`src/phm_pkg.sv`:
```
// Shared types, constants and the per-stage arctangent function of the heading pipeline.
`default_nettype none

package phm_pkg;

  localparam int FIELD_W           = 32;
  localparam int HEAD_W            = 20;
  localparam int COORD_WIDTH_DEF   = 32;
  localparam int CORDIC_STAGES_DEF = 40;

  // Datapath of the rotator
  localparam int XY_W       = 64;
  localparam int TURN_FRAC  = 40;
  localparam int Z_W        = TURN_FRAC + 2;
  localparam int NORM_BIT   = 58;
  localparam int NORM_STEPS = 6;

  // Angle scaling to millidegrees
  localparam int ZC_W    = TURN_FRAC - 2;
  localparam int ZL_W    = ZC_W / 2;
  localparam int ZH_W    = ZC_W - ZL_W;
  localparam int SCALE_W = 19;
  localparam int PL_W    = ZL_W + SCALE_W;
  localparam int PH_W    = ZH_W + SCALE_W;
  localparam int SUM_W   = ZC_W + SCALE_W;
  localparam int MDEG_W  = SUM_W - TURN_FRAC;

  localparam logic [SCALE_W-1:0] MDEG_PER_TURN = 19'd360000;

  localparam logic signed [HEAD_W-1:0] HEAD_DOWN  = 20'sd270000;
  localparam logic signed [HEAD_W-1:0] HEAD_UP    = 20'sd90000;
  localparam logic signed [HEAD_W-1:0] HEAD_LEFT  = 20'sd180000;
  localparam logic signed [HEAD_W-1:0] HEAD_RIGHT = 20'sd0;

  localparam real TWO_PI = 6.283185307179586476925;

  typedef struct packed {
    logic vert;    // dx is zero
    logic dx_pos;  // dx > 0
    logic dy_pos;  // dy > 0
    logic neg;     // dx and dy differ in sign, dy nonzero
  } phm_flags_t;

  // Rotation angle of stage i as a fraction of a turn, 2^TURN_FRAC per turn.
  function automatic logic signed [Z_W-1:0] turn_angle(input int i);
    real    r;
    longint v;
    if (i == 0) begin
      v = longint'(1) << (TURN_FRAC - 3);
    end else begin
      r = $atan(2.0 ** (-i)) / TWO_PI * (2.0 ** TURN_FRAC);
      v = longint'(r);
    end
    return v[Z_W-1:0];
  endfunction

endpackage

`default_nettype wire

```
`src/phm_scale.sv`:
```
// Angle clamp, scaling to millidegrees and quadrant fold into the heading.
`default_nettype none

module phm_scale import phm_pkg::*; (
  input  wire logic                  clk,
  input  wire logic                  rst,
  input  wire logic                  en,
  input  wire logic                  in_valid,
  input  wire logic signed [Z_W-1:0] in_z,
  input  wire phm_flags_t            in_flags,
  output logic                       out_valid,
  output logic signed [HEAD_W-1:0]   out_heading
);

  logic [ZC_W-1:0]          zc, zc1;
  logic [PL_W-1:0]          plo2;
  logic [PH_W-1:0]          phi2;
  logic [SUM_W-1:0]         sum;
  logic [MDEG_W-1:0]        m3;
  logic signed [HEAD_W-1:0] ms, term, base, head;
  logic                     v1, v2, v3;
  phm_flags_t               f1, f2, f3;

  // Clamp to the first quadrant
  always_comb begin
    if (in_z[Z_W-1]) begin
      zc = '0;
    end else if (in_z[Z_W-1:ZC_W] != '0) begin
      zc = '1;
    end else begin
      zc = in_z[ZC_W-1:0];
    end
  end

  assign sum = {phi2, {ZL_W{1'b0}}} + SUM_W'(plo2);

  always_comb begin
    ms   = {{(HEAD_W - MDEG_W){1'b0}}, m3};
    term = f3.neg ? ms : -ms;
    if (f3.vert) begin
      base = f3.dy_pos ? HEAD_DOWN : HEAD_UP;
      head = base;
    end else begin
      base = f3.dx_pos ? HEAD_RIGHT : HEAD_LEFT;
      head = base + term;
    end
  end

  always_ff @(posedge clk) begin
    if (rst) begin
      v1        <= 1'b0;
      v2        <= 1'b0;
      v3        <= 1'b0;
      out_valid <= 1'b0;
    end else if (en) begin
      v1        <= in_valid;
      v2        <= v1;
      v3        <= v2;
      out_valid <= v3;
    end
  end

  always_ff @(posedge clk) begin
    if (en) begin
      zc1         <= zc;
      f1          <= in_flags;
      plo2        <= PL_W'(zc1[ZL_W-1:0]) * PL_W'(MDEG_PER_TURN);
      phi2        <= PH_W'(zc1[ZC_W-1:ZL_W]) * PH_W'(MDEG_PER_TURN);
      f2          <= f1;
      m3          <= sum[SUM_W-1:TURN_FRAC];
      f3          <= f2;
      out_heading <= head;
    end
  end

endmodule

`default_nettype wire

```
`config.mk`:
```
export PLATFORM = sky130hd
export DESIGN_NAME = phm_scale
export DESIGN_NICKNAME = d
export VERILOG_FILES = /design/src/phm_pkg.sv /design/src/phm_scale.sv
export SDC_FILE = /design/constraint.sdc
export NUM_CORES = 1
export LEC_CHECK = 0
export BUFFER_PORTS_ARGS = -buffer_cell sky130_fd_sc_hd__buf_2
export CORE_UTILIZATION = 40
export CTS_CLUSTER_DIAMETER = 150
export DETAILED_ROUTE_END_ITERATION = 8
export PLACE_DENSITY_LB_ADDON = 0.25
export SLEW_MARGIN = 15
export SYNTH_ARGS = -nofsm -noshare
export SYNTH_HDL_FRONTEND = slang
export SYNTH_SLANG_ARGS = --single-unit
```
`constraint.sdc`:
```
create_clock -name clk -period 6.4 [get_ports clk]
set_input_delay 1.28 -clock clk [delete_from_list [all_inputs] [get_ports clk]]
set_output_delay 1.28 -clock clk [all_outputs]
set_load 0.02 [all_outputs]
```
==> impl_metrics.yaml, run 1 <==
finish:
  fillers: 3771
  drive_gt1_frac: 0.07465
  postLayoutCoreUtil: 0.4481
  syn2layout_area_growth_pct: 9.675
  fin_nets: 2172
  final_cells: 2186
  diodes: 0
cts:
  htree_num_levels: 4
  cts_buffers: 17
  clock_sinks: 136
  cts_resized: 0
  clkTransAtPathRegs_ns: 0.07
  postCtsSetupBuffers: 0
  cts_root_buf: "clkbuf_16"
  cts_hold_buffers: 0
  clkLatencyLatePin_ns: 0.44
  clock_path_buffers: 2
  cts_tree: "yes"
sta:
  max_freq_mhz: 171.0
  final_max_slew_viol_count: 0
  hold_violations: 0
  fin_crit_ns: 5.848
  rsz0062_at_grt: "no"
  slew_headroom: 0.3973
  clock_skew_ns: 0.01607
  setup_violations: 0
  fin_setup_tns_ns: 0
  post-route-period-util: 0.9138
  timing.hold.ws_ns: 0.4148
  worstMarginPinSlew_ns: 0.9041
yosys:
  synthFlopType: "edfxtp_1"
  synth.area.top_cells: "fa_1, edfxtp_1, ha_1"
  synth.avg_cell_area_sq_um: 10.44
  async_reset_ff_frac: 0
  syn-num-nets: 2088
  synth-seq-area-share: 0.2474
  yosysMostFrequentCell: "inv_1"
  synth_area_sq_mm: 0.01635
  synth-seq-cells: 136
  synth_enable_flop_cells: 132
  synth_cell_type_count: 62
  synth_top_area_frac: 0.2768
  syn_inst: 1565
  yosysTopAreaCell: "fa_1"
  yosysWarnings: 0
  synth_common_cells: "inv_1, ha_1, fa_1"
setup_path:
  cp_max_fo: 9
  critPathArrivalTime_ns: 6.09
  critical_path_class: "reg -> reg"
  critPathRequiredTime_ns: 6.64
  startpoint_type: "flip-flop"
  crit_path_end_kind: "flip-flop"
routing:
  drc: 0
  drt-total-wl_microns: 30240
  ant_nets: 0
  first_pass_iters: 4
  drt_iter0_markers: 324
  vias: 10160
  viasPerCell: 4.648
  wl_per_cell_microns: 13.83
grt:
  grtUsageTotal: 0.1610
  grt_max_degree: 94
  grt_pass1_vias: 10846
  grt-ovfl-total: 0
  antenna_found_initial: 1
  grt_pass1_wl_microns: 53410
run:
  cap_violations: 0
floorplan:
  die_width_microns: 204.2
  pin_count: 71
  num_rows: 73
  die_y_microns: 204.2
  start_util: 0.4086
  core_sq_mm: 0.04001
  die-area_sq_mm: 0.04168
placement:
  hpwl_microns: 24960
  gp_congestion: 0.8171
  dpl.cell_count: 2155
  portBuffers: 70
outcome:
  status: "completed"
hold_path:
  hp-class: "reg -> reg"
[placed cells by master, fill, tap and decap left out, drive strengths merged, types with 16 or more instances in the layout]
cell type / netlist / final
buf: 0 / 79
xor2: 26 / 26
xnor2: 44 / 44
nor3: 16 / 16
a21oi: 43 / 43
a21o: 18 / 18
nand2: 24 / 24
edfxtp: 132 / 132
fa: 226 / 226
ha: 247 / 247
inv: 474 / 479
clkbuf: 14 / 19
nor2: 121 / 121
o21ai: 26 / 26
[cell families (layout without fill, tap and decap cells)]
| family | Yosys count | count (layout) | synth area share |
|---|---|---|---|
| compound gates | 156 | 156 | 0.06361 |
| xor+xnor | 70 | 70 | 0.03797 |
| fa+ha+maj | 473 | 473 | 0.4659 |
| buf+inv | 488 | 584 | 0.1121 |
| flops | 136 | 136 | 0.2474 |
| mux | 6 | 6 | 0.003674 |
| simple gates | 236 | 236 | 0.06943 |
[sequential cells by signal, indices dropped and copies added (netlist names)]
register and cells:
m3 17, zc1 38, out_valid 1, f2 4, v1 1, f1 4, v3 1, phi2 32
plo2 13, out_heading 20, f3 4, v2 1
[area by class of cell]
type	instances	area, sq um	share of cell area
clock inverters	12	118.9	0.006630
inverters	474	1779	0.09925
well taps	525	656.9	0.03664
clock buffers	19	432.9	0.02415
flip-flops and latches	136	4044	0.2256
repair buffers	79	424.2	0.02366
multi-input cells	941	10470	0.5841
[worst paths after layout]
| kind | startpoint | endpoint | slack [ns] | cells past startpoint |
|---|---|---|---|---|
| hold reg to reg | f2[3] | f3[3] | 0.41 | 0 |
| setup reg to reg | zc1[11] | plo2[36] | 0.55 | 18 |
| hold / removal | f2[3] | f3[3] | 0.41 | 0 |
| setup / recovery | zc1[11] | plo2[36] | 0.55 | 18 |
[layer usage]
layer  track usage  up-vias  part of all wire
li1              -     5100                 -
met1        0.2285     4931              0.50
met2        0.2597      110              0.46
met3       0.02392       19             0.030
met4       0.03518        0            0.0099
met5             0        -                 0
[through the flow]
stage	worst slack, ns	area, sq um
floorplan	1.048	16350
global placement	0.6121	17380
detailed placement	0.5631	17380
CTS	0.4902	17930
global route	0.1642	17930
finish	0.5518	17930
[critical path: stages, from the launching register on]
cell and delay [ns]:
edfxtp_1 0.60, fa_1 0.60, inv_1 0.05, fa_1 0.50, inv_1 0.05, fa_1 0.46
fa_1 0.55, inv_1 0.05, fa_1 0.53, inv_1 0.05, ha_1 0.31, a21oi_1 0.14
o21ai_0 0.18, nor4b_1 0.30, o21ai_0 0.13, o211ai_1 0.19, o21ai_0 0.20, or4b_2 0.65
o311ai_0 0.11
Power of run 1 is not shown: default switching activity piles up to over one toggle a cycle in this logic, so the estimate is an artifact.
==> inputs of run 2 (changes only) <==
--- a/config.mk
+++ b/config.mk
@@ -10,6 +10,7 @@
 export CTS_CLUSTER_DIAMETER = 150
 export DETAILED_ROUTE_END_ITERATION = 8
 export PLACE_DENSITY_LB_ADDON = 0.25
+export RECOVER_POWER = 25
 export SLEW_MARGIN = 15
 export SYNTH_ARGS = -nofsm -noshare
 export SYNTH_HDL_FRONTEND = slang
==> run 2 against run 1 <==
  * Count of clock-buffer cells in the layout unchanged
  * Clock skew unchanged
  * The run now ends with max-capacitance violations, max-slew violations left
  * Wire length about the same
==> impl_metrics.yaml, run 2 (same netlist as run 1, synthesis figures left out) <==
outcome:
  status: "complete, but fails checks"
  violations: "max-capacitance violations, max-slew violations"
sta:
  hold_violations: 0
  setup_violations: 0
  timing.hold.ws_ns: 0.4149
  fin_setup_tns_ns: 0
  max_freq_mhz: 171.0
  post-route-period-util: 0.9138
  slew_headroom: -1.951
  clock_skew_ns: 0.01607
  final_max_slew_viol_count: 94
  fin_crit_ns: 5.848
  rsz0062_at_grt: "no"
  worstMarginPinSlew_ns: 4.427
cts:
  cts_buffers: 17
  cts_hold_buffers: 0
  clkLatencyLatePin_ns: 0.44
  cts_tree: "yes"
  cts_resized: 0
  clkTransAtPathRegs_ns: 0.07
  clock_sinks: 136
  clock_path_buffers: 2
  cts_root_buf: "clkbuf_16"
  htree_num_levels: 4
  postCtsSetupBuffers: 0
floorplan:
  start_util: 0.4086
  num_rows: 73
  die_width_microns: 204.2
  pin_count: 71
  core_sq_mm: 0.04001
  die_y_microns: 204.2
  die-area_sq_mm: 0.04168
finish:
  drive_gt1_frac: 0.07285
  largest_reg_flops: 38
  diodes: 0
  top_register: "zc1"
  final_common_cell: "inv_1"
  reg_top3: "zc1 (38), phi2 (32), out_heading (20)"
  syn2layout_area_growth_pct: 9.630
  fin_nets: 2172
  layout_common_cells: "inv_1, ha_1, fa_1"
  final_cells: 2186
  design_area_sq_mm: 0.01792
routing:
  wl_per_cell_microns: 13.84
  drc: 0
  ant_nets: 0
  first_pass_iters: 4
  drt_iter0_markers: 324
  viasPerCell: 4.647
  vias: 10158
  drt-total-wl_microns: 30250
setup_path:
  critPathRequiredTime_ns: 6.64
  crit_slowest_cell: "or4b_2"
  critical_path_class: "reg -> reg"
  reg2reg_depth: 18
  critPathMaxStageDelay_ns: 0.65
  startpoint_type: "flip-flop"
  cp_max_fo: 9
  critPathTopFamily: "adder cells"
  cp_common_cell: "fa_1"
  path_depth: 18
  critPathArrivalTime_ns: 6.09
  crit_path_end_kind: "flip-flop"
  crit_path_cell_trace: "fa_1, inv_1, fa_1, inv_1, fa_1, fa_1, inv_1, fa_1, inv_1, ha_1, a21oi_1, o21ai_0, nor4b_1, o21ai_0, o211ai_1, o21ai_0, or4b_2, o311ai_0"
  path_buf_inv: 4
grt:
  grt_max_degree: 94
  grtUsageTotal: 0.1610
  grtUsageMet2: 0.2597
  antenna_found_initial: 1
  gr-usage-met1: 0.2285
  grt-ovfl-total: 0
  grt_pass1_wl_microns: 53410
  grt_pass1_vias: 10846
  gr-max-usage-layer: "met2"
  use_met3: 0.02392
hold_path:
  holdPathStages: 0
  hp-class: "reg -> reg"
placement:
  dpl.cell_count: 2155
  gp_congestion: 0.8171
  dpl_cell_area_sq_mm: 0.01738
  portBuffers: 70
  hpwl_microns: 24960
run:
  cap_violations: 1
run 2: cell types whose count changed in the layout (fill, tap and decap cells not counted), sizes merged:
cell / before / now
clkbuf: 19 / 21
dlygate4sd2: 0 / 1
buf: 79 / 76
run 2: routing by layer:
metal	part of all wire	routed length, microns
met5	0	0
met4	0.0099	298
met3	0.030	905
met2	0.46	13910
met1	0.50	15140
run 2: worst reg2reg max path, cell delays in order (launching register included):
cell and delay, ns:
edfxtp_1 0.60, fa_1 0.60, inv_1 0.05, fa_1 0.50, inv_1 0.05, fa_1 0.46
fa_1 0.55, inv_1 0.05, fa_1 0.53, inv_1 0.05, ha_1 0.31, a21oi_1 0.14
o21ai_0 0.18, nor4b_1 0.31, o21ai_0 0.13, o211ai_1 0.19, o21ai_0 0.20, or4b_2 0.65
o311ai_0 0.11
run 2: final timing paths:
path | to | start | slack, ns
worst max-delay path | plo2[36] | zc1[11] | 0.55
worst max register to register | plo2[36] | zc1[11] | 0.55
worst min-delay path | f3[3] | f2[3] | 0.41
worst min register to register | f3[3] | f2[3] | 0.41
run 2: stage by stage:
stage	utilization	setup WS [ns]
2_1_floorplan	-	1.048
3_3_place_gp	0.4343	0.6121
3_5_place_dp	0.4343	0.5631
4_1_cts	0.4481	0.4902
5_1_grt	0.4479	0.1642
6_report	0.4479	0.5518
run 2: cell type report:
| cell class | instances | area, sq um |
|---|---|---|
| fill | 3775 | 22090 |
| inverter | 474 | 1779 |
| clock inverter | 12 | 118.9 |
| sequential | 136 | 4044 |
| multi-input combinational | 941 | 10470 |
| tap | 525 | 656.9 |
| timing repair buffer | 79 | 416.7 |
| clock buffer | 19 | 432.9 |
Power of run 2 is left out for the same reason.
