[config.mk]
export PLATFORM = sky130hd
export DESIGN_NAME = phm_front
export DESIGN_NICKNAME = d
export VERILOG_FILES = /design/src/phm_pkg.sv /design/src/phm_front.sv
export SDC_FILE = /design/constraint.sdc
export NUM_CORES = 1
export LEC_CHECK = 0
export BUFFER_PORTS_ARGS = -buffer_cell sky130_fd_sc_hd__buf_2
export CORE_MARGIN = 4
export CORE_UTILIZATION = 40
export CTS_CLUSTER_SIZE = 16
export DETAILED_ROUTE_END_ITERATION = 12
export HOLD_SLACK_MARGIN = 0.05
export PLACE_DENSITY = 0.6
export SLEW_MARGIN = 20
export SYNTH_ARGS = -nofsm -noshare
export SYNTH_HDL_FRONTEND = slang
export SYNTH_SLANG_ARGS = --single-unit
[constraint.sdc]
create_clock -name clk -period 3.92 [get_ports clk]
set_input_delay 0.588 -clock clk [delete_from_list [all_inputs] [get_ports clk]]
set_output_delay 0.588 -clock clk [all_outputs]
set_load 0.03 [all_outputs]
[src/phm_pkg.sv]
// Shared types, constants and the per-stage arctangent function of the heading pipeline.
`default_nettype none

package phm_pkg;

  localparam int FIELD_W           = 32;
  localparam int HEAD_W            = 20;
  localparam int COORD_WIDTH_DEF   = 32;
  localparam int CORDIC_STAGES_DEF = 40;

  // Datapath of the rotator
  localparam int XY_W       = 64;
  localparam int TURN_FRAC  = 40;
  localparam int Z_W        = TURN_FRAC + 2;
  localparam int NORM_BIT   = 58;
  localparam int NORM_STEPS = 6;

  // Angle scaling to millidegrees
  localparam int ZC_W    = TURN_FRAC - 2;
  localparam int ZL_W    = ZC_W / 2;
  localparam int ZH_W    = ZC_W - ZL_W;
  localparam int SCALE_W = 19;
  localparam int PL_W    = ZL_W + SCALE_W;
  localparam int PH_W    = ZH_W + SCALE_W;
  localparam int SUM_W   = ZC_W + SCALE_W;
  localparam int MDEG_W  = SUM_W - TURN_FRAC;

  localparam logic [SCALE_W-1:0] MDEG_PER_TURN = 19'd360000;

  localparam logic signed [HEAD_W-1:0] HEAD_DOWN  = 20'sd270000;
  localparam logic signed [HEAD_W-1:0] HEAD_UP    = 20'sd90000;
  localparam logic signed [HEAD_W-1:0] HEAD_LEFT  = 20'sd180000;
  localparam logic signed [HEAD_W-1:0] HEAD_RIGHT = 20'sd0;

  localparam real TWO_PI = 6.283185307179586476925;

  typedef struct packed {
    logic vert;    // dx is zero
    logic dx_pos;  // dx > 0
    logic dy_pos;  // dy > 0
    logic neg;     // dx and dy differ in sign, dy nonzero
  } phm_flags_t;

  // Rotation angle of stage i as a fraction of a turn, 2^TURN_FRAC per turn.
  function automatic logic signed [Z_W-1:0] turn_angle(input int i);
    real    r;
    longint v;
    if (i == 0) begin
      v = longint'(1) << (TURN_FRAC - 3);
    end else begin
      r = $atan(2.0 ** (-i)) / TWO_PI * (2.0 ** TURN_FRAC);
      v = longint'(r);
    end
    return v[Z_W-1:0];
  endfunction

endpackage

`default_nettype wire

[src/phm_front.sv]
// Front end: coordinate differences, magnitudes and normalizing shift.
`default_nettype none

module phm_front import phm_pkg::*; #(
  parameter int COORD_WIDTH = COORD_WIDTH_DEF
) (
  input  wire logic                      clk,
  input  wire logic                      rst,
  input  wire logic                      en,
  input  wire logic                      in_valid,
  input  wire logic signed [FIELD_W-1:0] from_x,
  input  wire logic signed [FIELD_W-1:0] from_y,
  input  wire logic signed [FIELD_W-1:0] to_x,
  input  wire logic signed [FIELD_W-1:0] to_y,
  output logic                           out_valid,
  output logic signed [XY_W-1:0]         out_x,
  output logic signed [XY_W-1:0]         out_y,
  output phm_flags_t                     out_flags
);

  localparam int DW       = COORD_WIDTH + 1;
  localparam int HALF_STP = NORM_STEPS / 2;

  logic signed [DW-1:0] fx, fy, tx, ty;
  logic signed [DW-1:0] dx1, dy1;
  logic                 v1, v2, v3;
  logic [DW-1:0]        adx, ady;
  logic [XY_W-1:0]      ax2, ay2, ax3, ay3, nx3, ny3, nx4, ny4;
  phm_flags_t           f_new, f2, f3;

  // Keep the low COORD_WIDTH bits, sign-extended by one
  assign fx = {from_x[COORD_WIDTH-1], from_x[COORD_WIDTH-1:0]};
  assign fy = {from_y[COORD_WIDTH-1], from_y[COORD_WIDTH-1:0]};
  assign tx = {to_x[COORD_WIDTH-1], to_x[COORD_WIDTH-1:0]};
  assign ty = {to_y[COORD_WIDTH-1], to_y[COORD_WIDTH-1:0]};

  always_comb begin
    f_new.vert   = (dx1 == '0);
    f_new.dx_pos = !dx1[DW-1] && (dx1 != '0);
    f_new.dy_pos = !dy1[DW-1] && (dy1 != '0);
    f_new.neg    = (dx1[DW-1] != dy1[DW-1]) && (dy1 != '0);
    adx          = dx1[DW-1] ? DW'(-dx1) : DW'(dx1);
    ady          = dy1[DW-1] ? DW'(-dy1) : DW'(dy1);
  end

  // Coarse shifts first, fine shifts one stage later
  always_comb begin
    nx3 = ax2;
    ny3 = ay2;
    for (int k = NORM_STEPS - 1; k >= HALF_STP; k--) begin
      if (((nx3 | ny3) >> (NORM_BIT + 1 - (1 << k))) == '0) begin
        nx3 = nx3 << (1 << k);
        ny3 = ny3 << (1 << k);
      end
    end
  end

  always_comb begin
    nx4 = ax3;
    ny4 = ay3;
    for (int k = HALF_STP - 1; k >= 0; k--) begin
      if (((nx4 | ny4) >> (NORM_BIT + 1 - (1 << k))) == '0) begin
        nx4 = nx4 << (1 << k);
        ny4 = ny4 << (1 << k);
      end
    end
  end

  always_ff @(posedge clk) begin
    if (rst) begin
      v1        <= 1'b0;
      v2        <= 1'b0;
      v3        <= 1'b0;
      out_valid <= 1'b0;
    end else if (en) begin
      v1        <= in_valid;
      v2        <= v1;
      v3        <= v2;
      out_valid <= v3;
    end
  end

  always_ff @(posedge clk) begin
    if (en) begin
      dx1       <= tx - fx;
      dy1       <= ty - fy;
      ax2       <= XY_W'(adx);
      ay2       <= XY_W'(ady);
      f2        <= f_new;
      ax3       <= nx3;
      ay3       <= ny3;
      f3        <= f2;
      out_x     <= signed'(nx4);
      out_y     <= signed'(ny4);
      out_flags <= f3;
    end
  end

endmodule

`default_nettype wire

==> results of run 1 <==
what timing repair did:
item,CTS,global route
hold buffers,0,0
buffers inserted,0,1
gates resized for setup,0,1
setup endpoints to repair,0,1
report_power, final:
part / total (uW) / switching, uW / internal, uW / leakage, uW
logic: 1870 / 1120 / 752 / 0.00564
clock network: 3970 / 1650 / 2320 / 0.000673
registers: 5850 / 438 / 5410 / 0.00395
worst paths after layout:
check,start,endpoint,cells past startpoint
worst max-delay path,dx1[8]$_DFFE_PP_,ax2[32]$_SDFFCE_PN0P_,9
worst min-delay path,rst,v2$_SDFFE_PP0P_,2
worst max register to register,dx1[8]$_DFFE_PP_,ax2[32]$_SDFFCE_PN0P_,9
worst min register to register,f2[1]$_DFFE_PP_,f3[1]$_DFFE_PP_,0
cell type report:
cell class                      instances  area (sq um)  share of cell area [%]
Clock buffer                           50          1150                    4.43
Clock inverter                         28           236                   0.907
Inverter                               92           345                    1.32
Multi-Input combinational cell       1475          9430                    36.2
Sequential cell                       404         12100                    46.4
Tap cell                              696           871                    3.34
Timing Repair Buffer                  323          1940                    7.43
Yosys cell counts (all sizes together), types with 4 or more instances:
| cell type | n |
|---|---|
| xnor2 | 93 |
| xor2 | 24 |
| and3 | 11 |
| o22ai | 10 |
| ha | 70 |
| nor4 | 21 |
| o41ai | 7 |
| a211o | 6 |
| nand4 | 12 |
| buf | 28 |
| nor2b | 7 |
| o31ai | 18 |
| nand2b | 9 |
| o21a | 17 |
| a22oi | 7 |
| o21ai | 91 |
| o211ai | 6 |
| a221oi | 19 |
| o31a | 4 |
| nor2 | 119 |
| clkbuf | 68 |
| nor3 | 17 |
| o21bai | 9 |
| or4 | 11 |
| a22o | 15 |
| edfxtp | 400 |
| a21oi | 129 |
| or3 | 16 |
| dfxtp | 4 |
| and2 | 21 |
| a21o | 23 |
| a211oi | 12 |
| nand2 | 365 |
| inv | 92 |
| nand3 | 25 |
| mux2i | 192 |
routing by layer:
metal | global-route usage (%) | up-vias | share of wire, %
met5 | 0 | - | 0
met4 | 5.84 | 0 | 3.2
met3 | 3.08 | 104 | 4.5
met2 | 30.5 | 393 | 48
met1 | 23.3 | 7445 | 44
li1 | - | 7924 | -
stage by stage:
step	power (uW)	worst slack [ns]	util [%]	cell area [sq um]
after global routing	12300	0.0237	48.2	26100
final	11700	0.129	48.2	26100
after detailed placement	7830	0.107	45.6	24700
after global placement	7800	0.140	45.6	24700
after floorplan	7020	0.250	-	22200
after CTS	11800	0.0970	48.1	26100
cells by family after synthesis:
group                    Yosys count  synth area share, %
buffers and inverters            188                 3.24
XOR/XNOR                         117                 4.67
adder cells (fa/ha/maj)           72                 4.17
multiplexers                     192                 8.75
AO/OA/AOI/OAI                    395                 11.4
flip-flops                       404                 55.0
other                              1               0.0171
AND/OR/NAND/NOR                  641                 12.8
registers in the layout (all words and copies together), names as in the netlist, 33 cells and up:
signal / count
ay3: 64
ax2: 33
out_y: 64
ay2: 33
ax3: 64
out_x: 64
dy1: 33
dx1: 33
==> impl_results.md, run 1 <==
- Slowest cell on the critical path: or4_4
- Clock tree buffer depth: 3
- Final WL: 54000 um
- DR pass1 iterations: 5
- Synthesized area: 22000 sq um
- Via count: 15866
- Outcome: complete, no violations
- Port bufs: 264
- CP delay by family, top: simple AND/OR/NAND/NOR gates
- Commonest non-fill, non-tap cells in the layout: edfxtp_1 (400), nand2_1 (365), buf_2 (263)
- Max Freq: 264 MHz
- Slew Limit Headroom: 27.7%
- Worst skew pair latency: 0.57 ns
- Critical path data required time: 4.24 ns
- Synth Register Bits: 404
- Syn Area/Cell: 10.9 sq um
- Commonest non-fill, non-tap cell in the layout: edfxtp_1
- GRT Residual Overflow: 0
- Crit Path Category: reg2reg
- Layout cells sized above 1: 17.2%
- Fin. max-slew vios: 0
- Root Driver: clkbuf_16
- Sink Count: 404
- Ant diodes: 0
- Leakage power: 0.0103 uW
- First-pass GRT wire length: 85400 um
- Final hold slack: 0.218 ns
- Number of top-level pins: 265
- Least-Margin Pin Slew: 1.08 ns
- Pin count of the biggest net entering global routing: 116
- Total GRT Usage: 17.9%
- Synth unique cells: 63
- Critical Path, Cell by Cell: or4_4 > or3_4 > or3_4 > or4_4 > nand2b_4 > or4_4 > or3_4 > ha_1 > nor2_1
- Sequential share of the synthesized area: 55.0%
- Vias in the first global route: 15749
- Cell count after synthesis: 2010
- Initial antenna violation count: 0
- Drt wl/cell: 17.6 um
- CTS tree: done
- Fill cell count: 4926
- Startpoint Class: flip-flop
- Worst vdd ir: 0.000266 V
- Drc violations: 0
- Largest cells by area after synthesis: edfxtp_1 (55%), mux2i_1 (8.7%), nand2_1 (6.2%)
- Area delta synth->final: 18.7%
- Top cell type's share of synthesized area: 54.7%
- # nets final: 2544
- Worst Hold Class: in2reg
- Via-to-Cell Ratio: 5.17
- CP Data Arrival Time: 4.11 ns
- Synth Flop Type: edfxtp_1
- Post-Layout Cell Count: 3068
- Global placement routability congestion: 0.865
- Starting Density: 40.6%
- Ys async rst share: 0%
- Final Hold Fails: 0
- DRT iter0 DRCs: 917
- Unrepaired setup endpoints after global routing: no
- Setup TNS: 0 ns
- CTS clk-pin slew, worst paths: 0.06 ns
- Period Utilization, post-route: 96.7%
- Min Tclk post-route: 3.79 ns
- Inserted Clock Buffers: 44
- Core area: 54100 sq um
- Die extent in y: 242 um
- Worst Path Buf+Inv: 0
- DIE WIDTH: 242 um
- Post-route ant nets: 0
- Max cap viols: 0
- Max stage delay on crit path: 0.56 ns
- Post-synth top area cell: edfxtp_1
- CP max FO: 4
- Pwr dens: 449 nW/um^2
- Dpl cells: 2989
- Num rows: 85
- Clk_skew: 0.0158 ns
- Hpwl dp: 41300 um
- Critical path capture point type: flip-flop
- H-tree levels: 2
- Die ar.: 58700 sq um
- Post-synth EDFFs: 400
- Reg2reg setup slack: 0.13 ns
- Yosys Warn Count: 0
- Setup violations, final: 0
Power figures use the tool's default switching activity.
==> run 2: changes to the inputs <==
--- a/config.mk
+++ b/config.mk
@@ -11,6 +11,7 @@
 export CTS_CLUSTER_SIZE = 16
 export DETAILED_ROUTE_END_ITERATION = 12
 export HOLD_SLACK_MARGIN = 0.05
+export MAX_ROUTING_LAYER = met4
 export PLACE_DENSITY = 0.6
 export SLEW_MARGIN = 20
 export SYNTH_ARGS = -nofsm -noshare
==> constraint.sdc (replaced) <==
create_clock -name clk -period 3.92 [get_ports clk]
set_input_delay 0.196 -clock clk [delete_from_list [all_inputs] [get_ports clk]]
set_output_delay 0.196 -clock clk [all_outputs]
set_load 0.03 [all_outputs]
==> run 2 against run 1 <==
- clock skew up 0.0073 ns
- count of clock-buffer cells in the layout increased by 3
- setup slack lost 0.013 ns
- maximum frequency shrank 0.34%
- worst hold slack got worse by 0.13 ns
- flip-flop and latch count stayed put
- final area down 0.13%
- critical path depth stayed put
- combinational power hardly changed
- die area unchanged
- sequential share of layout area rose by 0.060 points
- critical endpoint unchanged
==> impl_results.md, run 2 (same netlist as run 1, synthesis figures left out) <==
- Post-route ant nets: 0
- Min Tclk post-route: 3.80 ns
- Port bufs: 264
- Final Hold Fails: 0
- Reg2Reg Depth: 9
- GRT Residual Overflow: 0
- Area delta synth->final: 18.5%
- CTS clk-pin slew, worst paths: 0.06 ns
- Num rows: 85
- Leakage power: 0.0102 uW
- Psw: 3180 uW
- Total GRT Usage: 18.7%
- Worst r2r src: dx1[8]$_DFFE_PP_
- Commonest non-fill, non-tap cell in the layout: edfxtp_1
- Final WL: 55100 um
- # nets final: 2542
- Die ar.: 58700 sq um
- Via-to-Cell Ratio: 5.17
- First-pass GRT wire length: 86500 um
- Max cap viols: 0
- Drt wl/cell: 18.0 um
- Vias in the first global route: 15948
- DRT iter0 DRCs: 1092
- Critical path data required time: 4.21 ns
- Critical Path, Cell by Cell: or4_4 > or3_4 > or3_4 > or4_4 > nand2b_4 > or4_4 > or3_4 > ha_1 > nor2_1
- H-tree levels: 2
- Switching Share: 27.4%
- Period Utilization, post-route: 97.0%
- Fill cell count: 4954
- Drc violations: 0
- Worst Setup EP: ax2[32]$_SDFFCE_PN0P_
- Dpl cells: 2985
- Ant diodes: 0
- Internal: 8450 uW
- Pwr dens: 447 nW/um^2
- Worst vdd ir: 0.000242 V
- Via count: 15850
- Starting Density: 40.6%
- Clock tree buffer depth: 3
- RR Endpoint: ax2[32]$_SDFFCE_PN0P_
- Root Driver: clkbuf_16
- Sink Count: 404
- DIE WIDTH: 242 um
- Least-Margin Pin Slew: 0.878 ns
- Unrepaired setup endpoints after global routing: no
- Initial antenna violation count: 0
- Inserted Clock Buffers: 43
- Clock network fraction of design power: 33.5%
- Core area: 54100 sq um
- CTS tree: done
- Hpwl dp: 41800 um
- Startpoint Class: flip-flop
- Setup TNS: 0 ns
- Crit Path Category: reg2reg
- Number of top-level pins: 265
- Setup violations, final: 0
- Pin count of the biggest net entering global routing: 97
- DR pass1 iterations: 5
- Outcome: complete, no violations
- Worst skew pair latency: 0.57 ns
- Critical path capture point type: flip-flop
- Crit. Startpoint: dx1[8]$_DFFE_PP_
- CP max FO: 4
- Fin. max-slew vios: 0
- Max stage delay on crit path: 0.56 ns
- CP Data Arrival Time: 4.10 ns
- Post-CTS Setup Inserts: 0
- Commonest non-fill, non-tap cells in the layout: edfxtp_1 (400), nand2_1 (365), buf_2 (263)
- Clk_skew: 0.0231 ns
- Slew Limit Headroom: 41.5%
- Max Freq: 263 MHz
- Global placement routability congestion: 0.893
- Final hold slack: 0.0833 ns
- Flop pwr share: 50.5%
- Comb power frac: 16.0%
- Final Power: 11600 uW
- Layout cells sized above 1: 16.8%
- Slowest cell on the critical path: or4_4
- Die extent in y: 242 um
- Worst Hold Class: in2reg
- Reg2reg setup slack: 0.12 ns
- Post-Layout Cell Count: 3065
## run 2: changes by cell type in the layout (fill, tap and decap cells not counted), sizes merged
cell | previous run | this run
buf | 323 | 318
clkbuf | 50 | 53
clkinv | 19 | 17
clkinvlp | 4 | 2
dlygate4sd3 | 0 | 4
inv | 94 | 93
## run 2: per-stage QoR
stage | util, % | worst slack, ns | instance area [sq um]
floorplan | - | 0.250 | 22200
global placement | 45.5 | 0.156 | 24600
detailed placement | 45.5 | 0.109 | 24600
CTS | 48.1 | 0.0936 | 26000
global route | 48.1 | 0.00685 | 26000
finish | 48.1 | 0.117 | 26000
## run 2: repair_timing
| action | CTS | global route |
|---|---|---|
| endpoints found under the setup margin | 0 | 1 |
| hold endpoints to repair | 6 | 0 |
| hold buffers | 4 | 0 |
| gates resized for setup | 0 | 2 |
## run 2: area by class of cell
class / instances / area (sq um) / area share, %
Inverter: 92 / 345 / 1.33
Sequential cell: 404 / 12100 / 46.4
Clock inverter: 23 / 188 / 0.721
Clock buffer: 53 / 1160 / 4.44
Tap cell: 696 / 871 / 3.35
Multi-Input combinational cell: 1475 / 9440 / 36.3
Timing Repair Buffer: 322 / 1940 / 7.45
## run 2: worst min path at each step
stage | to | start | cells past startpoint
floorplan | out_valid$_SDFFE_PP0P_ | rst | 1
global placement | out_valid$_SDFFE_PP0P_ | rst | 2
detailed placement | out_flags[0]$_DFFE_PP_ | f3[0]$_DFFE_PP_ | 0
CTS | dy1[0]$_DFFE_PP_ | to_y[0] | 4
global route | dy1[0]$_DFFE_PP_ | to_y[0] | 4
finish | dy1[0]$_DFFE_PP_ | to_y[0] | 4
## run 2: power by group through the flow
| stage | Clock [uW] | Combinational (uW) | Sequential [uW] |
|---|---|---|---|
| detailed placement | 0 | 1870 | 5960 |
| floorplan | 0 | 1080 | 5940 |
| global placement | 0 | 1850 | 5950 |
| CTS | 4020 | 1880 | 5870 |
| global route | 4180 | 2080 | 5930 |
| finish | 3900 | 1860 | 5880 |
## run 2: routing by layer
| layer | up-vias | track usage [%] | share of wire (%) |
|---|---|---|---|
| met1 | 7418 | 23.7 | 44 |
| met5 | - | - | 0 |
| li1 | 7904 | - | - |
| met4 | 0 | 5.81 | 2.9 |
| met2 | 423 | 31.2 | 49 |
| met3 | 105 | 2.58 | 4.4 |
## run 2: worst max-delay path, delay by kind of cell (launching register included)
kind,cells,cell delay [ns]
flops,1,0.42
simple gates,8,2.83
fa+ha+maj,1,0.29
