[config.mk]
export PLATFORM = sky130hd
export DESIGN_NAME = phm_skid_flat
export DESIGN_NICKNAME = d
export VERILOG_FILES = /design/src/phm_pkg.sv /design/src/phm_heading_if.sv /design/src/phm_skid.sv /design/src/flat_wrapper.sv
export SDC_FILE = /design/constraint.sdc
export NUM_CORES = 1
export LEC_CHECK = 0
export ABC_AREA = 1
export BUFFER_PORTS_ARGS = -buffer_cell sky130_fd_sc_hd__clkbuf_2
export CAP_MARGIN = 20
export CORE_AREA = 2 2 58 60
export CTS_BUF_LIST = sky130_fd_sc_hd__clkbuf_4
export CTS_CLUSTER_DIAMETER = 150
export CTS_CLUSTER_SIZE = 25
export DETAILED_ROUTE_END_ITERATION = 12
export DIE_AREA = 0 0 60 62
export PLACE_DENSITY = 0.85
export SETUP_SLACK_MARGIN = 0.05
export SLEW_MARGIN = 20
export SYNTH_ARGS = -nofsm -noshare
export SYNTH_HDL_FRONTEND = slang
export SYNTH_SLANG_ARGS = --single-unit
[constraint.sdc]
create_clock -name clk -period 2.4 [get_ports clk]
set_input_delay 0.24 -clock clk [delete_from_list [all_inputs] [get_ports clk]]
set_output_delay 0.24 -clock clk [all_outputs]
set_load 0.02 [all_outputs]
[src/phm_pkg.sv]
// Shared types, constants and the per-stage arctangent function of the heading pipeline.
`default_nettype none

package phm_pkg;

  localparam int FIELD_W           = 32;
  localparam int HEAD_W            = 20;
  localparam int COORD_WIDTH_DEF   = 32;
  localparam int CORDIC_STAGES_DEF = 40;

  // Datapath of the rotator
  localparam int XY_W       = 64;
  localparam int TURN_FRAC  = 40;
  localparam int Z_W        = TURN_FRAC + 2;
  localparam int NORM_BIT   = 58;
  localparam int NORM_STEPS = 6;

  // Angle scaling to millidegrees
  localparam int ZC_W    = TURN_FRAC - 2;
  localparam int ZL_W    = ZC_W / 2;
  localparam int ZH_W    = ZC_W - ZL_W;
  localparam int SCALE_W = 19;
  localparam int PL_W    = ZL_W + SCALE_W;
  localparam int PH_W    = ZH_W + SCALE_W;
  localparam int SUM_W   = ZC_W + SCALE_W;
  localparam int MDEG_W  = SUM_W - TURN_FRAC;

  localparam logic [SCALE_W-1:0] MDEG_PER_TURN = 19'd360000;

  localparam logic signed [HEAD_W-1:0] HEAD_DOWN  = 20'sd270000;
  localparam logic signed [HEAD_W-1:0] HEAD_UP    = 20'sd90000;
  localparam logic signed [HEAD_W-1:0] HEAD_LEFT  = 20'sd180000;
  localparam logic signed [HEAD_W-1:0] HEAD_RIGHT = 20'sd0;

  localparam real TWO_PI = 6.283185307179586476925;

  typedef struct packed {
    logic vert;    // dx is zero
    logic dx_pos;  // dx > 0
    logic dy_pos;  // dy > 0
    logic neg;     // dx and dy differ in sign, dy nonzero
  } phm_flags_t;

  // Rotation angle of stage i as a fraction of a turn, 2^TURN_FRAC per turn.
  function automatic logic signed [Z_W-1:0] turn_angle(input int i);
    real    r;
    longint v;
    if (i == 0) begin
      v = longint'(1) << (TURN_FRAC - 3);
    end else begin
      r = $atan(2.0 ** (-i)) / TWO_PI * (2.0 ** TURN_FRAC);
      v = longint'(r);
    end
    return v[Z_W-1:0];
  endfunction

endpackage

`default_nettype wire

[src/phm_heading_if.sv]
// Output channel: one beat carries one heading.
`default_nettype none

interface phm_heading_if import phm_pkg::*; ();
  logic                     valid;
  logic                     ready;
  logic signed [HEAD_W-1:0] heading;

  modport source (output valid, output heading, input ready);
  modport sink   (input valid, input heading, output ready);
endinterface

`default_nettype wire

[src/phm_skid.sv]
// Output register with a one-entry skid stage; frees the pipeline from downstream ready.
`default_nettype none

module phm_skid import phm_pkg::*; (
  input  wire logic                     clk,
  input  wire logic                     rst,
  input  wire logic                     up_valid,
  input  wire logic signed [HEAD_W-1:0] up_heading,
  output logic                          up_ready,
  phm_heading_if.source                 result
);

  logic                     out_valid;
  logic signed [HEAD_W-1:0] out_heading;
  logic                     skid_valid;
  logic signed [HEAD_W-1:0] skid_heading;
  logic                     drain;

  assign up_ready       = !skid_valid;
  assign drain          = !out_valid || result.ready;
  assign result.valid   = out_valid;
  assign result.heading = out_heading;

  always_ff @(posedge clk) begin
    if (rst) begin
      out_valid  <= 1'b0;
      skid_valid <= 1'b0;
    end else if (drain) begin
      if (skid_valid) begin
        out_valid  <= 1'b1;
        skid_valid <= 1'b0;
      end else begin
        out_valid <= up_valid;
      end
    end else if (up_valid && !skid_valid) begin
      skid_valid <= 1'b1;
    end
  end

  always_ff @(posedge clk) begin
    if (drain) begin
      out_heading <= skid_valid ? skid_heading : up_heading;
    end else if (!skid_valid) begin
      skid_heading <= up_heading;
    end
  end

`ifndef ASSERT_OFF
  a_skid_behind_out: assert property (@(posedge clk) disable iff (rst)
    skid_valid |-> out_valid)
    else $error("skid holds a beat while the output register is empty");

  a_spill: assert property (@(posedge clk) disable iff (rst)
    (up_valid && up_ready && out_valid && !result.ready) |=> skid_valid)
    else $error("beat arriving at a stalled output was not caught by the skid stage");

  a_drain: assert property (@(posedge clk) disable iff (rst)
    (skid_valid && result.ready) |=> !skid_valid)
    else $error("skid stage did not empty when the output was taken");
`endif

endmodule

`default_nettype wire

[src/flat_wrapper.sv]
// flat-port wrapper written by rule: the top's interface ports become plain ports
module phm_skid_flat import phm_pkg::*;
  (clk, rst, up_valid, up_heading, up_ready, result_valid, result_heading, result_ready);
  phm_heading_if result_i ();
  input  wire logic clk;
  input  wire logic rst;
  input  wire logic up_valid;
  input  wire logic signed [HEAD_W-1:0] up_heading;
  output logic up_ready;
  output wire logic [$bits(result_i.valid)-1:0] result_valid;
  output wire logic [$bits(result_i.heading)-1:0] result_heading;
  input wire logic [$bits(result_i.ready)-1:0] result_ready;
  assign result_valid = result_i.valid;
  assign result_heading = result_i.heading;
  assign result_i.ready = result_ready;
  phm_skid u_core (.clk(clk), .rst(rst), .up_valid(up_valid), .up_heading(up_heading), .up_ready(up_ready), .result(result_i));
endmodule
==> key figures, run 1 <==
GRT
  • Total Routing Usage GR: between 15 and 20%
  • Largest net degree at the start of global routing: 23
  • First-pass GRT wire length: between 4000 and 5000 µm
  • Number of global-route vias before repair: between 1000 and 1500
  • Global route total overflow: 0
  • Initial antenna violation count: 0

CTS
  • Clock buffer depth: 2
  • Cts bufs inserted: 5
  • CTS tree: yes
  • Root Buffer: clkbuf_4
  • Clk_lat worst skew: 350 ps
  • H-tree Lvls: 2
  • # hold bufs at CTS: 0
  • Post-CTS Setup Inserts: 0
  • # clock sinks: 42
  • Clock slew seen by the registers of the worst setup and hold paths: between 100 and 150 ps
  • CTS resizes: 0

Timing
  • Setup violations, final: 0
  • Tmin final: about 2000 ps
  • Pins Over Slew Limit: 0
  • Hold Violations, Final: 0
  • Setup ws final: between 300 and 400 ps
  • RSZ-0062 raised after global routing: false
  • Worst relative slew slack: ~39%
  • Final period utilization: roughly 85%
  • Setup_tns: 0 ps
  • Final clock skew: 6.86 ps
  • Fmax: 489 MHz
  • Worst-margin pin slew: approximately 900 ps

Worst setup path
  • WP data arrival: 1810 ps
  • Slowest-stage cell, CP: dfxtp_1
  • Max FO, Critical Path: 22
  • Worst R2R Path Depth: 4
  • CP Capture Type: output pin
  • CP Class: reg2out
  • Largest stage delay on the critical path: 820 ps
  • R2R Setup Slk: 470 ps
  • RR Startpoint: u_core.skid_valid
  • CP startpoint kind: flop
  • Worst r2r dst: u_core.skid_heading[18]
  • CP Cell Sequence: inv_2 -> clkbuf_2
  • CP Data Required Time: between 2000 and 2500 ps

Floorplanning
  • Die area: around 3700 µm²
  • Die height: between 60 and 70 µm
  • Top Ports: 46
  • Core Box Area: ~3200 µm²
  • Initial Util: a little under three fifths
  • Num rows: 21
  • Die width: ~60 µm

Power
  • Pwr dens: between 700 and 800 nW/µm²
  • Static Leak: roughly 0.87 nW
  • Max VDD drop: 0.346 mV

Place
  • DP Worst Slack: ~470 ps
  • Placed Area: approximately 2000 µm²
  • Final RePlAce weighted congestion: roughly 0.73
  • Dpl hpwl: between 1500 and 2000 µm
  • Port Buffers: 45

Synthesis
  • Cell variety after synth: 12
  • Syn avg cell area: 15.1 µm²
  • Syn nets: 140
  • Synth Warn #: 0
  • Post-Syn Area: ~1800 µm²
  • Synth Instances: about 120
  • FF+latch count, synth: 42
  • Seq/Total Area, Yosys: 70.9%

Detailed routing
  • Vias/cell: ~4.7
  • Violation count after the first detailed-routing iteration: 39
  • Drt total wl: around 2800 µm
  • Pre-antenna DRT Iters: 4
  • Via count: between 900 and 1000
  • Avg WL per Cell: between 10 and 15 µm
  • # DRC: 0
  • Post-DRT Antenna Nets: 0

Min path
  • HP Class: in2reg
  • Hold path endpoint: u_core.result.valid
  • WHS Path Cells: 2
  • Hold path start: rst

Final layout
  • Finished Cell Area: 2080 µm²
  • Fraction of layout cells with a size suffix above 1: 56.9%
  • Area grow syn2layout: 18.7%
  • ANT cells: 0
  • Number of fill cells in the layout: roughly 240
  • Final nets: 190
  • Post-layout util: 65.4%

Flow run
  • Max-Cap Viols: 0

Run status
  • Outcome: completed
[report_power, final]
part	total, mW	switching, mW	internal [mW]
logic	0.160	0.103	0.0574
clock network	0.455	0.211	0.244
registers	0.868	0.0147	0.853
total	1.48	0.329	1.15
[final cells by class]
| cell class | count | area, µm² | area share (%) |
|---|---|---|---|
| Clock buffer | 7 | 52.6 | 2.53 |
| Clock inverter | 1 | 30.0 | 1.44 |
| Inverter | 4 | 15.0 | 0.722 |
| Timing Repair Buffer | 47 | 240 | 11.6 |
| Multi-Input combinational cell | 66 | 442 | 21.3 |
| Tap cell | 46 | 57.6 | 2.77 |
| Sequential cell | 42 | 1240 | 59.7 |
[routing by layer]
layer	part of all wire (%)	vias up	track usage [%]
met1	43	464	21.1
met2	49	39	29.3
met3	6.2	6	6.42
met4	1.7	0	7.62
li1	-	484	-
met5	0	-	0
[cells in the mapped netlist]
cell	number	area share [%]
a21oi_1	1	0.29
buf_12	2	2.3
buf_4	1	0.43
clkbuf_4	1	0.43
dfxtp_1	2	2.3
edfxtp_1	40	69
inv_1	3	0.64
inv_2	1	0.21
nand2_1	24	5.1
nand2_2	19	6.8
nand2_4	19	12
nor2_1	3	0.64
[cell usage in the layout (no fill, tap or decap), drive strengths merged]
cell type  netlist  final
buf              3      2
a21oi            1      1
dfxtp            2      2
nand2           62     62
nor2             3      3
bufinv           0      1
edfxtp          40     40
clkbuf           1     52
inv              4      4
[state kept, by name, indices dropped and copies added, names as in the netlist]
signal / flops
u_core.result.heading: 20
u_core.result.valid: 1
u_core.skid_heading: 20
u_core.skid_valid: 1
[logic make-up after synthesis]
family | share of synthesized area, %
flip-flops | 70.9
AND/OR/NAND/NOR | 24.8
buffers and inverters | 4.00
AO/OA/AOI/OAI | 0.286
[how the worst max path moves through the flow]
| stage | from | end | slack [ps] | cells past startpoint |
|---|---|---|---|---|
| floorplan | u_core.result.valid | u_core.skid_heading[0] | 610 | 2 |
| global placement | u_core.skid_valid | u_core.skid_heading[18] | 530 | 4 |
| detailed placement | u_core.skid_valid | u_core.result.heading[18] | 470 | 4 |
| CTS | u_core.skid_valid | up_ready | 320 | 2 |
| global route | u_core.skid_valid | up_ready | 220 | 2 |
| finish | u_core.skid_valid | up_ready | 350 | 2 |
[stage by stage]
| stage | power [mW] | hold slack, ps | cells |
|---|---|---|---|
| after detailed placement | 1.05 | 421 | 205 |
| after floorplan | 0.982 | 309 | 116 |
| after CTS | 1.50 | 23.4 | 213 |
| final | 1.48 | 52.0 | 213 |
| after global placement | 1.04 | 415 | 205 |
| after global routing | 1.55 | 39.9 | 213 |
[worst max-delay path, delay by kind of cell (launching register included)]
kind	cells	cell delay [ps]
flip-flops	1	820
buffers and inverters	2	640
Note: power is estimated with default switching activity, not from simulation.
==> run 2, diff against run 1 <==
--- a/config.mk
+++ b/config.mk
@@ -14,7 +14,8 @@
 export CTS_CLUSTER_SIZE = 25
 export DETAILED_ROUTE_END_ITERATION = 12
 export DIE_AREA = 0 0 60 62
-export PLACE_DENSITY = 0.85
+export GPL_TIMING_DRIVEN = 0
+export PLACE_DENSITY = 0.89
 export SETUP_SLACK_MARGIN = 0.05
 export SLEW_MARGIN = 20
 export SYNTH_ARGS = -nofsm -noshare
==> run 2 against run 1 <==
- routed wire length is 0.64% higher
- clock skew increased by 3.8 ps
- critical path depth increased by 1
- critical endpoint unchanged
- largest power group unchanged
- non-clock buffer count increased by 3
- total power is 7.9% lower
==> key figures, run 2 (same netlist as run 1, synthesis figures left out) <==
Worst setup path
  • CP startpoint kind: flop
  • CP Capture Type: output pin
  • Largest stage delay on the critical path: 350 ps (-470 ps)
  • CP Class: reg2out
  • R2R Setup Slk: 1010 ps (+540 ps)
  • CP Cell Sequence: inv_2 -> buf_12 -> clkbuf_2
  • Worst R2R Path Depth: 1 (-3)
  • CP Data Required Time: 2160 ps (about the same)
  • Worst r2r dst: u_core.result.heading[13]
  • Max FO, Critical Path: 10 (-55%)
  • WP data arrival: 1170 ps (-640 ps)
  • RR Startpoint: u_core.result.valid
  • Slowest-stage cell, CP: dfxtp_1

Run status
  • Outcome: completed

Timing
  • Final clock skew: 10.7 ps (+3.79 ps)
  • Final period utilization: 58.8% (-26 points)
  • Setup_tns: 0 ps (unchanged)
  • Pins Over Slew Limit: 0 (unchanged)
  • Hold_ws: 49.1 ps (-2.95 ps)
  • RSZ-0062 raised after global routing: false
  • Worst relative slew slack: 37.8% (-1.3 points)
  • Tmin final: 1410 ps (-635 ps)
  • Hold Violations, Final: 0 (unchanged)
  • Worst-margin pin slew: 931 ps (+20.2 ps)
  • Fmax: 708 MHz (+45%)
  • Setup violations, final: 0 (unchanged)

CTS
  • CTS tree: yes
  • Root Buffer: clkbuf_4
  • Cts bufs inserted: 5 (unchanged)
  • Clk_lat worst skew: 350 ps (about the same)
  • CTS resizes: 0 (unchanged)
  • Clock slew seen by the registers of the worst setup and hold paths: 110 ps (about the same)
  • H-tree Lvls: 2 (unchanged)
  • Clock buffer depth: 2 (unchanged)
  • # clock sinks: 42 (unchanged)
  • Post-CTS Setup Inserts: 0 (unchanged)
  • # hold bufs at CTS: 0 (unchanged)

Floorplanning
  • Die area: 3720 µm² (unchanged)
  • Initial Util: 55.1% (unchanged)
  • Core Box Area: 3180 µm² (unchanged)
  • Num rows: 21 (unchanged)
  • Die width: 60 µm (unchanged)
  • Die height: 62 µm (unchanged)
  • Top Ports: 46 (unchanged)

Final layout
  • Most frequent cells in the layout: clkbuf_2, edfxtp_1, nand2_1
  • Fraction of layout cells with a size suffix above 1: 57.1% (+0.17 points)
  • Area of the multi-input gates: 442 µm² (unchanged)
  • Finished Cell Area: 2100 µm² (+1.3%)
  • Most common cell after layout, fill and taps aside: clkbuf_2
  • ANT cells: 0 (unchanged)
  • Final nets: 193 (+1.6%)
  • FF/Latch Area: 1240 µm² (unchanged)
  • Post-layout util: 66.2% (+0.83 points)
  • Number of fill cells in the layout: 240 (-1.2%)
  • Area grow syn2layout: 20.2%

GRT
  • Number of global-route vias before repair: 1035 (+2.0%)
  • First-pass GRT wire length: 4580 µm (+0.31%)
  • Global route total overflow: 0 (unchanged)
  • Total Routing Usage GR: 17.8% (+0.021 points)
  • Largest net degree at the start of global routing: 22 (-4.3%)
  • Initial antenna violation count: 0 (unchanged)

Detailed routing
  • Violation count after the first detailed-routing iteration: 31 (-21%)
  • Vias/cell: 4.56 (-2.1%)
  • Avg WL per Cell: 13.1 µm (-0.76%)
  • Pre-antenna DRT Iters: 4 (unchanged)
  • # DRC: 0 (unchanged)
  • Drt total wl: 2820 µm (+0.64%)
  • Via count: 986 (-0.70%)
  • Post-DRT Antenna Nets: 0 (unchanged)

Place
  • Placed Area: 2050 µm² (+2.8%)
  • Dpl hpwl: 2050 µm (+9.8%)
  • Final RePlAce weighted congestion: 0.705 (-3.3%)
  • Port Buffers: 45 (unchanged)

Flow run
  • Max-Cap Viols: 0 (unchanged)

Power
  • Overall power: 1.37 mW (-7.9%)
  • Max VDD drop: 0.397 mV (+15%)
  • Pwr dens: 649 nW/µm² (-9.1%)
  • Static Leak: 0.882 nW (+1.8%)

Min path
  • HP Class: in2reg
  • WHS Path Cells: 2 (unchanged)
  • Hold path start: rst
  • Hold path endpoint: u_core.result.valid
run 2: critical path, delay by kind of cell, from the launching register on:
kind,cells,cell delay (ps)
buf+inv,3,480
flops,1,350
run 2: metrics by stage:
| step | cells | worst slack, ps |
|---|---|---|
| after floorplan | 116 | 607 |
| after global placement | 207 | 382 |
| after global routing | 216 | 912 |
| final | 216 | 988 |
| after detailed placement | 208 | 959 |
| after CTS | 216 | 956 |
run 2: area by class of cell:
cell class / instances / share of cell area [%]
Buffer: 4 / 2.62
Clock buffer: 6 / 2.14
Timing Repair Buffer: 46 / 11.4
Clock inverter: 2 / 0.416
Inverter: 4 / 0.713
Tap cell: 46 / 2.73
Sequential cell: 42 / 59.0
Multi-Input combinational cell: 66 / 21.0
run 2: metal layers:
| layer | vias up | part of all wire (%) | global-route usage, % |
|---|---|---|---|
| met5 | - | 0 | 0 |
| met4 | 0 | 1.3 | 9.52 |
| met3 | 4 | 6.2 | 5.59 |
| met2 | 38 | 52 | 31.1 |
| met1 | 451 | 41 | 19.4 |
| li1 | 493 | - | - |
run 2: worst max-delay path by stage:
stage / cells past startpoint / end / start / slack, ps
after floorplan: 2 / u_core.skid_heading[0] / u_core.result.valid / 610
after CTS: 3 / up_ready / u_core.skid_valid / 960
after global placement: 2 / u_core.skid_heading[17] / u_core.result.valid / 380
final: 3 / up_ready / u_core.skid_valid / 990
after global routing: 3 / up_ready / u_core.skid_valid / 910
after detailed placement: 3 / u_core.result.heading[12] / result_ready / 960
run 2: report_power, final:
group | switching (mW) | internal (mW)
sequential | 0.0122 | 0.853
combinational | 0.106 | 0.0619
clock | 0.211 | 0.122
==> run 3, diff against run 2 <==
--- a/config.mk
+++ b/config.mk
@@ -8,14 +8,14 @@
 export ABC_AREA = 1
 export BUFFER_PORTS_ARGS = -buffer_cell sky130_fd_sc_hd__clkbuf_2
 export CAP_MARGIN = 20
-export CORE_AREA = 2 2 58 60
+export CORE_AREA = 2 2 60 62
 export CTS_BUF_LIST = sky130_fd_sc_hd__clkbuf_4
 export CTS_CLUSTER_DIAMETER = 150
 export CTS_CLUSTER_SIZE = 25
 export DETAILED_ROUTE_END_ITERATION = 12
-export DIE_AREA = 0 0 60 62
+export DIE_AREA = 0 0 62 64
 export GPL_TIMING_DRIVEN = 0
-export PLACE_DENSITY = 0.89
+export PLACE_DENSITY = 0.84
 export SETUP_SLACK_MARGIN = 0.05
 export SLEW_MARGIN = 20
 export SYNTH_ARGS = -nofsm -noshare
==> constraint.sdc (replaced) <==
create_clock -name clk -period 1.45 [get_ports clk]
set_input_delay 0.145 -clock clk [delete_from_list [all_inputs] [get_ports clk]]
set_output_delay 0.145 -clock clk [all_outputs]
set_load 0.02 [all_outputs]
==> run 3 against run 2 <==
- non-clock buffer count is the same
- die area grew 6.7%
- highest routed layer unchanged
- cell area grew 0.12%
- worst setup slack lost 860 ps
- critical path type unchanged
- largest cell class unchanged
- flip-flop and latch count is the same
==> key figures, run 3 (same netlist as run 1, synthesis figures left out) <==
Timing
  • Final clock skew: 9.63 ps (-1.02 ps)
  • Final period utilization: roughly nine tenths
  • Worst-margin pin slew: 612 ps (-318 ps)
  • Hold Violations, Final: 0 (unchanged)
  • RSZ-0062 raised after global routing: false
  • Pins Over Slew Limit: 0 (unchanged)
  • Worst relative slew slack: 59.1% (+21 points)
  • Fmax: ~760 MHz
  • Tmin final: approximately 1300 ps
  • Setup violations, final: 0 (unchanged)
  • Setup_tns: 0 ps (unchanged)

CTS
  • Clk_lat worst skew: 350 ps (about the same)
  • H-tree Lvls: 2 (unchanged)
  • CTS tree: yes
  • Clock slew seen by the registers of the worst setup and hold paths: 110 ps (about the same)
  • Clock buffer depth: 2 (unchanged)
  • # clock sinks: 42 (unchanged)
  • Cts bufs inserted: 5 (unchanged)
  • Post-CTS Setup Inserts: 0 (unchanged)
  • Root Buffer: clkbuf_4

GRT
  • First-pass GRT wire length: 4330 µm (-5.4%)
  • Initial antenna violation count: 0 (unchanged)
  • Largest net degree at the start of global routing: 22 (unchanged)
  • Total Routing Usage GR: 15.8% (-2.0 points)
  • Number of global-route vias before repair: 1018 (-1.6%)
  • Global route total overflow: 0 (unchanged)

Power
  • Static Leak: 0.875 nW (-0.73%)
  • Switching power total: 0.558 mW (+69%)
  • Clock share of power: 24.2% (about the same)
  • Overall power: 2.25 mW (+65%)
  • Int Pwr: 1.69 mW (+63%)
  • Pwr dens: 1070 nW/µm² (+65%)
  • Net Sw Frac: 24.8% (+0.66 points)
  • Combinational power share: 12.3% (about the same)
  • Part of the power in registers: 63.6% (+0.2 points)
  • Max VDD drop: 0.690 mV (+74%)

Floorplanning
  • Num rows: 21 (unchanged)
  • Die width: 62 µm (+3.3%)
  • Initial Util: 53.3% (-1.8 points)
  • Top Ports: 46 (unchanged)
  • Die height: 64 µm (+3.2%)
  • Die area: 3970 µm² (+6.7%)
  • Core Box Area: 3280 µm² (+3.3%)

Place
  • Placed Area: 2040 µm² (-0.49%)
  • Port Buffers: 45 (unchanged)
  • Final RePlAce weighted congestion: 0.726 (+3.0%)
  • Dpl hpwl: 1900 µm (-7.3%)

Detailed routing
  • Via count: 998 (+1.2%)
  • # DRC: 0 (unchanged)
  • Pre-antenna DRT Iters: 4 (unchanged)
  • Drt total wl: 2740 µm (-2.9%)
  • Vias/cell: 4.62 (+1.2%)
  • Post-DRT Antenna Nets: 0 (unchanged)
  • Violation count after the first detailed-routing iteration: 17 (-45%)
  • Avg WL per Cell: 12.7 µm (-2.9%)

Final layout
  • Most common cell after layout, fill and taps aside: clkbuf_2
  • Finished Cell Area: 2110 µm² (+0.12%)
  • Post-layout util: 64.2% (-2.0 points)
  • Area grow syn2layout: 20.4%
  • ANT cells: 0 (unchanged)
  • Fraction of layout cells with a size suffix above 1: 57.1% (unchanged)
  • Number of fill cells in the layout: 249 (+3.8%)
  • Final nets: 193 (unchanged)
  • FF/Latch Area: 1240 µm² (unchanged)
  • Area of the multi-input gates: 449 µm² (+1.7%)
  • Most frequent cells in the layout: clkbuf_2, edfxtp_1, nand2_1

Run status
  • Outcome: completed

Worst setup path
  • Largest stage delay on the critical path: 360 ps (about the same)
  • CP startpoint kind: flop
  • Slowest-stage cell, CP: dfxtp_1
  • CP Data Required Time: 1310 ps (-850 ps)
  • CP Cell Sequence: inv_2 -> buf_12 -> clkbuf_2
  • Max FO, Critical Path: 10 (unchanged)
  • Worst R2R Path Depth: 2 (+1)
  • CP Class: reg2out
  • WP data arrival: 1180 ps (about the same)
  • CP Capture Type: output pin

Min path
  • WHS Path Cells: 3 (+1)
  • HP Class: in2reg

Flow run
  • Max-Cap Viols: 0 (unchanged)
-- run 3: worst paths after layout --
check	start	endpoint	slack [ps]
worst max register to register	u_core.result.valid	u_core.skid_heading[18]	150
worst min-delay path	up_valid	u_core.skid_valid	40
worst min register to register	u_core.skid_heading[14]	u_core.result.heading[14]	560
worst max-delay path	u_core.skid_valid	up_ready	130
-- run 3: area by class of cell --
type                            instances  area share [%]
Buffer                                  4            2.61
Clock buffer                            5            1.78
Clock inverter                          3           0.772
Inverter                                4           0.713
Multi-Input combinational cell         66            21.3
Sequential cell                        42            58.9
Tap cell                               46            2.73
Timing Repair Buffer                   46            11.2
-- run 3: metal layers --
layer / GRT usage [%] / up-vias / wire length (µm)
met5: 0 / - / 0
met4: 7.98 / 0 / 55
met3: 4.25 / 7 / 154
met2: 27.9 / 35 / 1440
met1: 16.3 / 469 / 1090
li1: - / 487 / -
-- run 3: critical path: cells and delay by family, from the launching register on --
kind / cells / cell delay [ps]
flops: 1 / 360
buf+inv: 3 / 480
-- run 3: repair_timing --
action	4_1_cts	5_1_grt
hold endpoints to repair	1	0
resized for setup	0	1
hold buffers	1	0
setup endpoints to repair	0	21
-- run 3: metrics by stage --
step	hold WS [ps]	instances	setup slack [ps]
after floorplan	214	116	193
after global placement	316	207	85.6
after detailed placement	326	207	72.1
after CTS	28.8	216	60.1
after global routing	38.8	216	63.3
final	35.2	216	128
-- run 3: power groups by stage --
stage | Sequential, mW | Combinational, mW | Clock [mW]
3_3_place_gp | 1.46 | 0.270 | 0
2_1_floorplan | 1.52 | 0.104 | 0
4_1_cts | 1.43 | 0.281 | 0.560
3_5_place_dp | 1.46 | 0.277 | 0
5_1_grt | 1.44 | 0.301 | 0.597
6_report | 1.43 | 0.277 | 0.544
